## src/hdl/sfb_pkg.sv

```systemverilog
`timescale 1ns / 1ps
// Shared types, constants and the CRC-8 byte fold for the serial frame builder.
// No dependencies; every other file imports this package.
package sfb_pkg;

    localparam int ByteW   = 8;
    localparam int CfgIdxW = 4;
    localparam int SlotW   = 3;

    // Configuration register indexes
    localparam logic [CfgIdxW-1:0] CfgPayloadLen = 4'd0;
    localparam logic [CfgIdxW-1:0] CfgCheckMode  = 4'd1;
    localparam logic [CfgIdxW-1:0] CfgCrcPoly    = 4'd2;
    localparam logic [CfgIdxW-1:0] CfgCrcSeed    = 4'd3;

    // Reset values of the configuration registers
    localparam logic [ByteW-1:0] RstPayloadLen = 8'd12;
    localparam logic             RstCheckMode  = 1'b0;
    localparam logic [ByteW-1:0] RstCrcPoly    = 8'h07;
    localparam logic [ByteW-1:0] RstCrcSeed    = 8'h00;

    localparam logic ModeCrc = 1'b0;
    localparam logic ModeXor = 1'b1;

    // Framing bytes
    localparam logic [ByteW-1:0] HdrFirst  = 8'h55;
    localparam logic [ByteW-1:0] HdrSecond = 8'hAA;
    localparam logic [ByteW-1:0] TrlFirst  = 8'h0D;
    localparam logic [ByteW-1:0] TrlSecond = 8'h0A;

    // Positions of the bytes that one payload byte can cause, in line order
    localparam logic [SlotW-1:0] SlotHdr1  = 3'd0;
    localparam logic [SlotW-1:0] SlotHdr2  = 3'd1;
    localparam logic [SlotW-1:0] SlotLen   = 3'd2;
    localparam logic [SlotW-1:0] SlotData  = 3'd3;
    localparam logic [SlotW-1:0] SlotCheck = 3'd4;
    localparam logic [SlotW-1:0] SlotTrl1  = 3'd5;
    localparam logic [SlotW-1:0] SlotTrl2  = 3'd6;

    typedef struct packed {
        logic [ByteW-1:0] payload_len;
        logic             check_mode;
        logic [ByteW-1:0] crc_poly;
        logic [ByteW-1:0] crc_seed;
    } t_cfg;

    // Everything the line side needs to send for one payload byte
    typedef struct packed {
        logic             hdr;
        logic [ByteW-1:0] len;
        logic [ByteW-1:0] data;
        logic             tail;
        logic [ByteW-1:0] check;
    } t_piece;

    // MSB-first CRC-8 over one byte, no reflection
    function automatic logic [ByteW-1:0] crc8_fold(input logic [ByteW-1:0] acc,
                                                   input logic [ByteW-1:0] b,
                                                   input logic [ByteW-1:0] poly);
        logic [ByteW-1:0] v;
        v = acc ^ b;
        for (int k = 0; k < ByteW; k++) begin
            if (v[ByteW-1]) begin
                v = {v[ByteW-2:0], 1'b0} ^ poly;
            end else begin
                v = {v[ByteW-2:0], 1'b0};
            end
        end
        return v;
    endfunction

endpackage

```

## src/hdl/sfb_if.sv

```systemverilog
`timescale 1ns / 1ps
// Handshake channels of the serial frame builder: payload in, line out, config.
// Depends on sfb_pkg.
interface sfb_in_if import sfb_pkg::*; ();
    logic             valid;
    logic             ready;
    logic [ByteW-1:0] payload_byte;

    modport source (output valid, output payload_byte, input ready);
    modport sink   (input valid, input payload_byte, output ready);
endinterface

interface sfb_out_if import sfb_pkg::*; ();
    logic             valid;
    logic             ready;
    logic [ByteW-1:0] line_byte;
    logic             frame_end;

    modport source (output valid, output line_byte, output frame_end, input ready);
    modport sink   (input valid, input line_byte, input frame_end, output ready);
endinterface

interface sfb_cfg_if import sfb_pkg::*; ();
    logic               valid;
    logic               ready;
    logic [CfgIdxW-1:0] reg_index;
    logic [ByteW-1:0]   data;

    modport source (output valid, output reg_index, output data, input ready);
    modport sink   (input valid, input reg_index, input data, output ready);
endinterface

```

## src/hdl/serial_frame_builder_crc8.sv

```systemverilog
`timescale 1ns / 1ps
// Serial frame builder: payload bytes in, framed line bytes with CRC-8/XOR check out.
// Depends on sfb_pkg, sfb_if, sfb_framer and sfb_emitter.
//
// Usage:
//   i_in   takes one payload byte per item. o_out gives the line stream, one byte
//   per item: 0x55 0xAA len, payload bytes, check byte, 0x0D 0x0A (frame_end set
//   on the 0x0A). i_cfg writes payload_len (0), check_mode (1), crc_poly (2) and
//   crc_seed (3); other indexes are dropped. Write config only while idle.
// Timing:
//   A payload byte taken from i_in is held in the piece register while its line
//   bytes move to the output register, one byte per cycle unless the output is
//   stalled. The first byte of a frame also sends the header and length, the last
//   one the check byte and trailer; the next payload byte is taken in the cycle the
//   last line byte of the previous one goes to the output register.
// Reset: synchronous, active low; clears the frame count, the check value and
//   both valid flags, and loads the config defaults (length 12, CRC-8, 0x07, 0).
// Stall: while o_out.ready is low the output byte holds, one decoded payload byte
//   waits in the piece register, and i_in.ready drops once that register is full.
module serial_frame_builder_crc8 import sfb_pkg::*; (
    input  logic       i_clk,
    input  logic       i_rst_n,
    sfb_in_if.sink     i_in,
    sfb_out_if.source  o_out,
    sfb_cfg_if.sink    i_cfg
);

    t_cfg   r_cfg;
    logic   take;
    logic   piece_valid;
    t_piece piece;

    assign i_cfg.ready = 1'b1;

    always_ff @(posedge i_clk) begin
        if (!i_rst_n) begin
            r_cfg.payload_len <= RstPayloadLen;
            r_cfg.check_mode  <= RstCheckMode;
            r_cfg.crc_poly    <= RstCrcPoly;
            r_cfg.crc_seed    <= RstCrcSeed;
        end else if (i_cfg.valid) begin
            case (i_cfg.reg_index)
                CfgPayloadLen: r_cfg.payload_len <= i_cfg.data;
                CfgCheckMode:  r_cfg.check_mode  <= i_cfg.data[0];
                CfgCrcPoly:    r_cfg.crc_poly    <= i_cfg.data;
                CfgCrcSeed:    r_cfg.crc_seed    <= i_cfg.data;
                default: begin
                end
            endcase
        end
    end

    sfb_framer u_framer (
        .i_clk         (i_clk),
        .i_rst_n       (i_rst_n),
        .i_in          (i_in),
        .i_cfg         (r_cfg),
        .i_take        (take),
        .o_piece_valid (piece_valid),
        .o_piece       (piece)
    );

    sfb_emitter u_emitter (
        .i_clk         (i_clk),
        .i_rst_n       (i_rst_n),
        .i_piece_valid (piece_valid),
        .i_piece       (piece),
        .o_take        (take),
        .o_out         (o_out)
    );

endmodule

```

## src/hdl/sfb_framer.sv

```systemverilog
`timescale 1ns / 1ps
// Frame state and check accumulation: turns one payload byte into a piece register.
// Depends on sfb_pkg and sfb_if.
module sfb_framer import sfb_pkg::*; (
    input  logic       i_clk,
    input  logic       i_rst_n,
    sfb_in_if.sink     i_in,
    input  t_cfg       i_cfg,
    input  logic       i_take,
    output logic       o_piece_valid,
    output t_piece     o_piece
);

    logic             r_pc_valid;
    t_piece           r_piece;
    logic [ByteW-1:0] r_cnt;
    logic [ByteW-1:0] r_acc;

    logic             accept;
    logic             first;
    logic [ByteW-1:0] acc_base;
    logic [ByteW-1:0] n_acc;
    logic [ByteW-1:0] cnt_inc;
    logic             tail;
    logic [ByteW-1:0] n_cnt;

    // Piece register frees up in the cycle its last byte moves to the line side
    assign i_in.ready = !r_pc_valid || i_take;
    assign accept     = i_in.valid && i_in.ready;

    always_comb begin
        first    = (r_cnt == '0);
        acc_base = r_acc;
        if (first) begin
            acc_base = (i_cfg.check_mode == ModeCrc) ? i_cfg.crc_seed : '0;
        end
        if (i_cfg.check_mode == ModeXor) begin
            n_acc = acc_base ^ i_in.payload_byte;
        end else begin
            n_acc = crc8_fold(acc_base, i_in.payload_byte, i_cfg.crc_poly);
        end
        cnt_inc = r_cnt + 8'd1;
        tail    = (cnt_inc == i_cfg.payload_len);
        n_cnt   = tail ? '0 : cnt_inc;
    end

    always_ff @(posedge i_clk) begin
        if (!i_rst_n) begin
            r_pc_valid <= 1'b0;
            r_cnt      <= '0;
            r_acc      <= '0;
        end else begin
            if (accept) begin
                r_pc_valid <= 1'b1;
                r_cnt      <= n_cnt;
                r_acc      <= n_acc;
            end else if (i_take) begin
                r_pc_valid <= 1'b0;
            end
        end
    end

    always_ff @(posedge i_clk) begin
        if (accept) begin
            r_piece.hdr   <= first;
            r_piece.len   <= i_cfg.payload_len;
            r_piece.data  <= i_in.payload_byte;
            r_piece.tail  <= tail;
            r_piece.check <= n_acc;
        end
    end

    assign o_piece_valid = r_pc_valid;
    assign o_piece       = r_piece;

`ifndef SYNTHESIS
    a_take_needs_piece: assert property (@(posedge i_clk) disable iff (!i_rst_n)
        i_take |-> r_pc_valid)
        else $error("piece taken while none held");
    a_tail_restarts: assert property (@(posedge i_clk) disable iff (!i_rst_n)
        accept && tail |=> r_cnt == '0)
        else $error("frame count not cleared after last payload byte");
    a_first_has_header: assert property (@(posedge i_clk) disable iff (!i_rst_n)
        accept && (r_cnt == '0) |=> r_piece.hdr)
        else $error("first byte of frame lost its header");
`endif

endmodule

```

## src/hdl/sfb_emitter.sv

```systemverilog
`timescale 1ns / 1ps
// Line side: walks the bytes of one piece into the output register, one per cycle
// unless the output is stalled. Depends on sfb_pkg and sfb_if.
module sfb_emitter import sfb_pkg::*; (
    input  logic       i_clk,
    input  logic       i_rst_n,
    input  logic       i_piece_valid,
    input  t_piece     i_piece,
    output logic       o_take,
    sfb_out_if.source  o_out
);

    logic             r_active;
    logic [SlotW-1:0] r_slot;
    logic             r_out_valid;
    logic [ByteW-1:0] r_out_byte;
    logic             r_out_end;

    logic             load;
    logic [SlotW-1:0] cur;
    logic [SlotW-1:0] last;
    logic [ByteW-1:0] slot_byte;

    assign load = i_piece_valid && (!r_out_valid || o_out.ready);

    always_comb begin
        if (r_active) begin
            cur = r_slot;
        end else begin
            cur = i_piece.hdr ? SlotHdr1 : SlotData;
        end
        last = i_piece.tail ? SlotTrl2 : SlotData;
        case (cur)
            SlotHdr1:  slot_byte = HdrFirst;
            SlotHdr2:  slot_byte = HdrSecond;
            SlotLen:   slot_byte = i_piece.len;
            SlotData:  slot_byte = i_piece.data;
            SlotCheck: slot_byte = i_piece.check;
            SlotTrl1:  slot_byte = TrlFirst;
            SlotTrl2:  slot_byte = TrlSecond;
            default:   slot_byte = TrlSecond;
        endcase
    end

    assign o_take = load && (cur == last);

    always_ff @(posedge i_clk) begin
        if (!i_rst_n) begin
            r_active    <= 1'b0;
            r_slot      <= SlotHdr1;
            r_out_valid <= 1'b0;
        end else begin
            if (load) begin
                r_out_valid <= 1'b1;
                if (cur == last) begin
                    r_active <= 1'b0;
                end else begin
                    r_active <= 1'b1;
                    r_slot   <= cur + 3'd1;
                end
            end else if (o_out.ready) begin
                r_out_valid <= 1'b0;
            end
        end
    end

    always_ff @(posedge i_clk) begin
        if (load) begin
            r_out_byte <= slot_byte;
            r_out_end  <= (cur == SlotTrl2);
        end
    end

    assign o_out.valid     = r_out_valid;
    assign o_out.line_byte = r_out_byte;
    assign o_out.frame_end = r_out_end;

`ifndef SYNTHESIS
    a_end_on_trailer: assert property (@(posedge i_clk) disable iff (!i_rst_n)
        r_out_valid && r_out_end |-> r_out_byte == TrlSecond)
        else $error("frame end marked on a byte other than the trailer");
    a_active_has_piece: assert property (@(posedge i_clk) disable iff (!i_rst_n)
        r_active |-> i_piece_valid)
        else $error("mid-piece with no piece held");
`endif

endmodule

```

## src/flat_wrapper.sv

```systemverilog
// flat-port wrapper written by rule: the top's interface ports become plain ports
module serial_frame_builder_crc8_flat import sfb_pkg::*;
  (i_clk, i_rst_n, i_in_valid, i_in_payload_byte, i_in_ready, o_out_valid, o_out_line_byte, o_out_frame_end, o_out_ready, i_cfg_valid, i_cfg_reg_index, i_cfg_data, i_cfg_ready);
  sfb_in_if i_in_i ();
  sfb_out_if o_out_i ();
  sfb_cfg_if i_cfg_i ();
  input  logic i_clk;
  input  logic i_rst_n;
  input wire logic [$bits(i_in_i.valid)-1:0] i_in_valid;
  input wire logic [$bits(i_in_i.payload_byte)-1:0] i_in_payload_byte;
  output wire logic [$bits(i_in_i.ready)-1:0] i_in_ready;
  output wire logic [$bits(o_out_i.valid)-1:0] o_out_valid;
  output wire logic [$bits(o_out_i.line_byte)-1:0] o_out_line_byte;
  output wire logic [$bits(o_out_i.frame_end)-1:0] o_out_frame_end;
  input wire logic [$bits(o_out_i.ready)-1:0] o_out_ready;
  input wire logic [$bits(i_cfg_i.valid)-1:0] i_cfg_valid;
  input wire logic [$bits(i_cfg_i.reg_index)-1:0] i_cfg_reg_index;
  input wire logic [$bits(i_cfg_i.data)-1:0] i_cfg_data;
  output wire logic [$bits(i_cfg_i.ready)-1:0] i_cfg_ready;
  assign i_in_i.valid = i_in_valid;
  assign i_in_i.payload_byte = i_in_payload_byte;
  assign i_in_ready = i_in_i.ready;
  assign o_out_valid = o_out_i.valid;
  assign o_out_line_byte = o_out_i.line_byte;
  assign o_out_frame_end = o_out_i.frame_end;
  assign o_out_i.ready = o_out_ready;
  assign i_cfg_i.valid = i_cfg_valid;
  assign i_cfg_i.reg_index = i_cfg_reg_index;
  assign i_cfg_i.data = i_cfg_data;
  assign i_cfg_ready = i_cfg_i.ready;
  serial_frame_builder_crc8 u_core (.i_clk(i_clk), .i_rst_n(i_rst_n), .i_in(i_in_i), .o_out(o_out_i), .i_cfg(i_cfg_i));
endmodule
```

## config.mk

```make
export PLATFORM = sky130hd
export DESIGN_NAME = serial_frame_builder_crc8_flat
export DESIGN_NICKNAME = d
export VERILOG_FILES = /design/src/hdl/sfb_pkg.sv /design/src/hdl/sfb_if.sv /design/src/hdl/serial_frame_builder_crc8.sv /design/src/hdl/sfb_framer.sv /design/src/hdl/sfb_emitter.sv /design/src/flat_wrapper.sv
export SDC_FILE = /design/constraint.sdc
export NUM_CORES = 1
export LEC_CHECK = 0
export BUFFER_PORTS_ARGS = -buffer_cell sky130_fd_sc_hd__clkbuf_2
export CORE_ASPECT_RATIO = 1.5
export CORE_MARGIN = 4
export CORE_UTILIZATION = 39
export CTS_BUF_LIST = sky130_fd_sc_hd__clkbuf_8
export CTS_CLUSTER_DIAMETER = 150
export DETAILED_ROUTE_END_ITERATION = 8
export PLACE_DENSITY_LB_ADDON = 0.08
export SLEW_MARGIN = 5
export SYNTH_ARGS = -nofsm -noshare
export SYNTH_HDL_FRONTEND = slang
export SYNTH_HIERARCHICAL = 1
export SYNTH_SLANG_ARGS = --single-unit
```

## constraint.sdc

```tcl
create_clock -name i_clk -period 4.58 [get_ports i_clk]
set_input_delay 0.687 -clock i_clk [delete_from_list [all_inputs] [get_ports i_clk]]
set_output_delay 0.687 -clock i_clk [all_outputs]
set_load 0.1 [all_outputs]
```

# [Yosys cells after proc, flatten, opt, wreduce, memory -nomap -nowiden]
# Cells that the tools add are included.
[op_classes] add_sub_neg=2 eq_ne=11 n_mux=28 bitwise=10 reduce_logical=17
[op_table] operator="8-bit 2-to-1 mux" count=19
[op_table] operator="8-bit XOR" count=9
[op_table] operator="8-bit case mux with 6 select lines" count=1
[op_table] operator="2-bit AND reduction" count=5
[op_table] operator="3-bit equality test (second input constant)" count=3
[op_table] operator="8-bit by 1-bit adder with 8-bit output (second input constant)" count=1
[op_table] operator="4-bit by 2-bit equality test with 1-bit output (second input constant)" count=2
[op_table] operator="8-bit equality test" count=1
[op_table] operator="8-bit logical NOT" count=1
[op_table] operator="3-bit by 2-bit equality test with 1-bit output (second input constant)" count=2
[op_table] operator="3-bit 2-to-1 mux" count=2
[op_table] operator="1-bit 2-to-1 mux" count=5
[op_table] operator="4-bit by 1-bit equality test with 1-bit output (second input constant)" count=1
[op_table] operator="4-bit logical NOT" count=1
[op_table] operator="2-bit nonzero test" count=2
[op_table] operator="3-bit by 1-bit adder with 3-bit output (second input constant)" count=1
[op_table] operator="3-bit by 1-bit equality test with 1-bit output (second input constant)" count=1
[op_table] operator="3-bit equality test" count=1
[op_table] operator="1-bit logical AND" count=3
[op_table] operator="3-bit logical NOT" count=1
[op_table] operator="1-bit logical NOT" count=2
[op_table] operator="1-bit logical OR" count=2
[op_table] operator="2-bit 2-to-1 mux" count=1
[op_table] operator="1-bit inverter" count=1
[totals] reg_bits=82 input_bits=25 output_inout_bits=12 elab_cells=85

# [Depth between registers and ports, before layout]
[logic_depth] depth_word=27 mapped_depth=21

# [Cells and area by module]
# Netlist, hierarchy kept.
[by_module_without_submodules] module="sfb_framer" instances=1 cells_per_inst=446 area_each_um2=3836.2 seq_area_each_um2=1121.1
[by_module_without_submodules] module="serial_frame_builder_crc8" instances=1 cells_per_inst=104 area_each_um2=1013.5 seq_area_each_um2=500.5
[by_module_without_submodules] module="sfb_emitter" instances=1 cells_per_inst=88 area_each_um2=824.5 seq_area_each_um2=370.4

# [Worst setup path after synthesis]
# No wires, ideal clock.
[synth_path] path_type="flip-flop to flip-flop" from="register u_core.u_framer.r_cnt[0]" to="register u_core.u_framer.r_piece, in the netlist u_core/u_framer/o_piece[3], data pin" arrival_ns=4.674 required_time_ns=4.308 slack_ns=-0.366 stages_incl_launch_ff=19 period_less_slack_ns=4.946 cell_sequence="dfxtp_1 inv_1 ha_1 or4b_1 buf_2 or4_1 buf_2 nand3_2 nor3_2 or4_4 nand2_1 xnor3_1 xnor3_1 a221oi_4 xor2_2 nand2_1 xnor3_2 xor2_2 mux2i_1"
[synth_via] elab_chain_cells=26
[synth_lines] item="from (decl)" line_no="sfb_framer.sv:16" source="logic [ByteW-1:0] r_cnt;"
[synth_lines] item="from (signal assigned)" line_no="sfb_framer.sv:55" source="r_cnt <= n_cnt;"
[synth_lines] item="8-bit logical NOT (*)" line_no="sfb_framer.sv:32" source="first = (r_cnt == '0);"
[synth_lines] item="8-bit 2-to-1 mux (*)" line_no="sfb_framer.sv:34" source="if (first) begin"
[synth_lines] item="8-bit XOR (*)" line_no="sfb_pkg.sv:61, sfb_framer.sv:38"
[synth_lines] item="8-bit XOR" line_no="sfb_pkg.sv:64" source="v = {v[ByteW-2:0], 1'b0} ^ poly;"
[synth_lines] item="8-bit 2-to-1 mux" line_no="sfb_pkg.sv:63" source="if (v[ByteW-1]) begin"
[synth_lines] item="8-bit 2-to-1 mux" line_no="sfb_framer.sv:37" source="if (i_cfg.check_mode == ModeXor) begin"
[synth_lines] item="8-bit XOR" line_no="sfb_pkg.sv:64"
[synth_lines] item="8-bit 2-to-1 mux" line_no="sfb_pkg.sv:63"
[synth_lines] item="(+11 left out)"
[synth_lines] item="8-bit 2-to-1 mux (on tied branches)" line_no="sfb_framer.sv:37, sfb_pkg.sv:63"
[synth_lines] item="8-bit XOR or 8-bit 2-to-1 mux (tied branches)" line_no="sfb_pkg.sv:64, sfb_framer.sv:37"
[synth_lines] item="8-bit 2-to-1 mux or 8-bit XOR (tied branches)" line_no="sfb_pkg.sv:63, sfb_pkg.sv:64"
[synth_lines] item="8-bit 2-to-1 mux (on tied branches)" line_no="sfb_framer.sv:37, sfb_pkg.sv:63"
[synth_lines] item="8-bit XOR or 8-bit 2-to-1 mux (tied branches)" line_no="sfb_pkg.sv:64, sfb_framer.sv:37"
[synth_lines] item="8-bit 2-to-1 mux" line_no="sfb_pkg.sv:63"
[synth_lines] item="8-bit 2-to-1 mux (*)" line_no="sfb_framer.sv:37"
[synth_lines] item="via u_core.u_framer.n_acc[3]" line_no="sfb_framer.sv:22" source="logic [ByteW-1:0] n_acc;"
[synth_lines] item="to (decl)" line_no="sfb_framer.sv:15" source="t_piece r_piece;"
# The timed path passes the listed nets; every way through them passes the cells marked *. The select of a mux whose other input is x is not followed.
# A chain may end at the register's enable or synchronous reset.

# [Final worst setup path]
[layout_path] from="register u_core.u_framer.r_cnt[0]" to="register u_core.u_framer.r_acc[5]"
[layout_via] elab_chain_cells=26
[layout_lines] item="8-bit logical NOT (*)" line_no="sfb_framer.sv:32"
[layout_lines] item="8-bit 2-to-1 mux (*)" line_no="sfb_framer.sv:34"
[layout_lines] item="8-bit XOR (*)" line_no="sfb_pkg.sv:61, sfb_framer.sv:38"
[layout_lines] item="8-bit XOR" line_no="sfb_pkg.sv:64"
[layout_lines] item="8-bit 2-to-1 mux" line_no="sfb_pkg.sv:63"
[layout_lines] item="8-bit 2-to-1 mux" line_no="sfb_framer.sv:37"
[layout_lines] item="8-bit XOR" line_no="sfb_pkg.sv:64"
[layout_lines] item="8-bit 2-to-1 mux" line_no="sfb_pkg.sv:63"
[layout_lines] item="(+10 left out)"
[layout_lines] item="8-bit 2-to-1 mux or 8-bit XOR (tied branches)" line_no="sfb_pkg.sv:63, sfb_pkg.sv:64"
[layout_lines] item="8-bit 2-to-1 mux (on tied branches)" line_no="sfb_framer.sv:37, sfb_pkg.sv:63"
[layout_lines] item="8-bit XOR or 8-bit 2-to-1 mux (tied branches)" line_no="sfb_pkg.sv:64, sfb_framer.sv:37"
[layout_lines] item="8-bit 2-to-1 mux or 8-bit XOR (tied branches)" line_no="sfb_pkg.sv:63, sfb_pkg.sv:64"
[layout_lines] item="8-bit 2-to-1 mux (on tied branches)" line_no="sfb_framer.sv:37, sfb_pkg.sv:63"
[layout_lines] item="8-bit XOR or 8-bit 2-to-1 mux (tied branches)" line_no="sfb_pkg.sv:64, sfb_framer.sv:37"
[layout_lines] item="8-bit 2-to-1 mux" line_no="sfb_pkg.sv:63"
[layout_lines] item="8-bit 2-to-1 mux (*)" line_no="sfb_framer.sv:37"
[layout_lines] item="to (signal assigned)" line_no="sfb_framer.sv:56" source="r_acc <= n_acc;"
[layout_lines] item="to (decl)" line_no="sfb_framer.sv:17" source="logic [ByteW-1:0] r_acc;"
# Mark *: on every way between the ends. The rest lies on a longest branch, timed or not. The select of a mux whose other input is x is not followed.

==> flow_summary.ini <==
[global_routing]
grt_max_degree = 44
antenna_found_initial = 0
grt_pass1_wl_um = 27910
grt_use_total_pct = 21.44
overflow = 0
grt_pass1_vias = 5249

[hold_path]
hold_depth = 2
hp-class = flip-flop to flip-flop
holdPathEnd = u_core/r_cfg[4]$_SDFFE_PN0P_
hold_start = u_core/r_cfg[4]$_SDFFE_PN0P_

[power]
p_switching_w = 0.0007586
power.leakage_nw = 2.907
p_sw_share_pct = 33.71
seq_power_share_pct = 38.3
pwr-share-clk_pct = 22.0
power_frac_comb_pct = 39.7
internal-power_w = 0.001492
ir_worst_vdd_mv = 0.1209
powerDensity_mw_per_mm2 = 307.8

[timing]
clock_skew_ps = 12.36
setup_viol = 16
drv_slew = 0
setup_tns_ps = -2734
worstMarginPinSlew_ps = 625.9
fmax_mhz = 207.5
slew-limit-headroom_pct = 58.23
fin_ws_ps = -239.4
period_minus_slack_ps = 4819
grt_setup_unrepaired = yes
post-route-period-util_pct = 105.2
hold_viol_final = 0

[drt]
drc = 0
wl_per_cell_um = 18.55
first_iter_violations = 248
totalWireLength_um = 17440
ant_nets = 0
routed_via_density = 5.531
vias = 5199
drt_pass1_iterations = 5

[cts]
path_clk_slew_ps = 80
cts_buffers = 9
htreeDepth = 3
cts_hold_buf = 0
clock_path_buffers = 2
cts_tree = yes
clk-insertion-delay-late_ps = 350
clock_sinks = 82
ctsRootBufferMaster = clkbuf_8

[critical_path]
rr_startpoint = u_core/u_framer/r_cnt[0]$_SDFFE_PN0P_
critPathMaxStageDelay_ps = 590
path_common_cell = buf_4
arrival_ps = 5020
rr_endpoint = u_core/u_framer/r_acc[5]$_SDFFE_PN0P_
crit_path_max_fanout = 6
crit_chain = inv_2 -> ha_4 -> or4b_4 -> or4_4 -> and3_4 -> buf_4 -> a41oi_4 -> a21oi_4 -> buf_4 -> a211oi_2 -> o21ai_1 -> xnor3_1 -> and3_1 -> or2_4 -> xnor3_2 -> and2_4 -> mux2i_1 -> a21oi_1
critical_path_buf_inv_count = 3
cp.required_ps = 4780
r2r_slack_ps = -240
crit_type = flip-flop to flip-flop
crit_path_top_delay_cell = or4_4
r2r_cells = 18
critPathLaunch = u_core/u_framer/r_cnt[0]$_SDFFE_PN0P_
crit_family = simple AND/OR/NAND/NOR gates
start_kind = flip-flop
end_kind = flip-flop

[floorplanning]
die_w_um = 106.5
die_y_um = 155.7
initial_core_util_pct = 40.17
ios = 37
rows = 53
dieArea_mm2 = 0.01658
core_mm2 = 0.01412

[yosys]
synth_area_leader_cell = edfxtp_1
ys_seq_area_share_pct = 35.10
ys_seq_elements = 82
synthCells = 638
synth_nets = 666
async_flop_share_pct = 0
synth_top_area_share_pct = 18.52
synth_ff_type = dfxtp_1
yosysUniqueCellTypes = 79
netlist_area_mm2 = 0.005674
synth.area.top_cells = edfxtp_1, dfxtp_1, mux2i_1
synth_edf_count = 35
ys_warn_count = 6
synth_area_per_cell_um2 = 8.894

[status]
status = finished, violations left
failed_checks = negative setup slack

[placement]
io_buffers = 35
place_congestion = 0.8993
dpl_cell_area_mm2 = 0.006586
dp.cells = 911
place.detailed.hpwl_um = 13080
preCtsSetupSlack_ps = -468.5

[finish]
layout.cells.non_filler = 940
mostFrequentLayoutCell = buf_4
utilization_pct = 51.76
design_area_mm2 = 0.007311
drive_above_1_share_pct = 33.02
area_growth_pct = 28.84
fin_nets = 772
antennaDiodeCount = 0
final_cell_mix = buf_4, nand2_1, dfxtp_1

[job]
drv_cap = 0
## stage by stage
stage | total power (W) | hold WS (ps)
final | 0.002251 | 470.3
after floorplan | 0.001390 | 429.9
after CTS | 0.002219 | 472.1
after global placement | 0.001611 | 456.6
after detailed placement | 0.001619 | 461.8
after global routing | 0.002358 | 491.6
## registers in the layout, summed over array words and instances, names as in the netlist
signal and flops:
u_core/u_framer/r_cnt 8, u_core/u_emitter/o_out.valid 1, u_core/u_framer/o_piece_valid 1, u_core/u_framer/r_acc 8, u_core/u_emitter/r_active 1, u_core/r_cfg 25
u_core/u_emitter/r_slot 3, u_core/u_framer/o_piece 26, u_core/u_emitter/o_out.frame_end 1, u_core/u_emitter/o_out.line_byte 8
## synthesized netlist by cell type (4+ instances only)
master,instances
a222oi_1,4
and3_1,11
a22oi_1,4
and4_1,4
a21o_1,4
a32oi_1,5
nor4_1,4
nor3b_1,6
edfxtp_1,35
nand4_1,4
xnor2_1,18
clkbuf_1,24
mux2i_1,35
nor2b_1,17
o31ai_1,5
o211ai_1,5
buf_2,11
nor3_1,18
xnor3_1,10
nand3_1,24
nand2_1,75
and2_1,7
dfxtp_1,47
nand2b_1,11
nor2_1,37
o22ai_1,5
o21a_1,6
a21oi_1,48
a31oi_1,7
a21boi_0,4
xor2_1,18
o21ai_0,32
inv_1,19
## area by class of cell
cell class | count | area, um^2
Clock buffer | 9 | 123.9
Clock inverter | 6 | 52.55
Fill cell | 1330 | 6814
Inverter | 19 | 71.32
Multi-Input combinational cell | 498 | 3899
Sequential cell | 82 | 1994
Tap cell | 192 | 240.2
Timing Repair Buffer | 134 | 929.6
## routing by layer
layer  share of wire (%)  global-route usage (%)  vias to the layer above  wire, um
li1                    -                       -                     2528         -
met2                  54                   40.98                      116      9430
met3                 2.5                   2.402                       40       431
met5                   0                       0                        -         0
met4                 3.9                   8.958                        0       677
met1                  40                   23.78                     2515      6896
## cells by family (layout without fill, tap and decap cells)
| logic type | count (synthesis) | in the layout | share of synthesized area, % |
|---|---|---|---|
| AND/OR/NAND/NOR | 251 | 251 | 23.62 |
| AO/OA/AOI/OAI | 155 | 155 | 18.35 |
| flip-flops | 82 | 82 | 35.10 |
| buffers and inverters | 59 | 168 | 4.631 |
| XOR/XNOR | 50 | 51 | 11.00 |
| multiplexers | 37 | 37 | 6.571 |
| adder cells (fa/ha/maj) | 3 | 3 | 0.6616 |
| other | 1 | 1 | 0.06609 |
## worst max-delay path by stage
stage | end | slack, ps | depth (start not counted)
after CTS | u_core/u_framer/r_acc[5]$_SDFFE_PN0P_ | -170 | 18
after global placement | u_core/u_framer/r_acc[5]$_SDFFE_PN0P_ | -380 | 16
after global routing | u_core/u_framer/o_piece[7]$_DFFE_PP_ | -390 | 18
after floorplan | u_core/u_framer/o_piece[5]$_DFFE_PP_ | -150 | 20
final | u_core/u_framer/r_acc[5]$_SDFFE_PN0P_ | -240 | 18
after detailed placement | u_core/u_framer/o_piece[1]$_DFFE_PP_ | -470 | 16
## worst min-delay path, cell delays in order, from the launching register on
cell,delay (ps)
dfxtp_1,320
nand2_1,50
mux2i_1,60
## power groups by stage
stage	clock network (W)	registers, W	logic (W)
6_report	0.000496	0.000862	0.000893
5_1_grt	0.000534	0.000867	0.000957
4_1_cts	0.000508	0.000862	0.000849
3_5_place_dp	0	0.000877	0.000741
3_3_place_gp	0	0.000877	0.000734
2_1_floorplan	0	0.000910	0.000480
## timing repair
action / CTS / global route
buffers inserted: 14 / 1
setup endpoints to repair: 16 / 16
pin swaps: 23 / 23
gates cloned: 1 / 0
gates resized for setup: 63 / 28
Note: power is estimated with default switching activity, not from simulation.
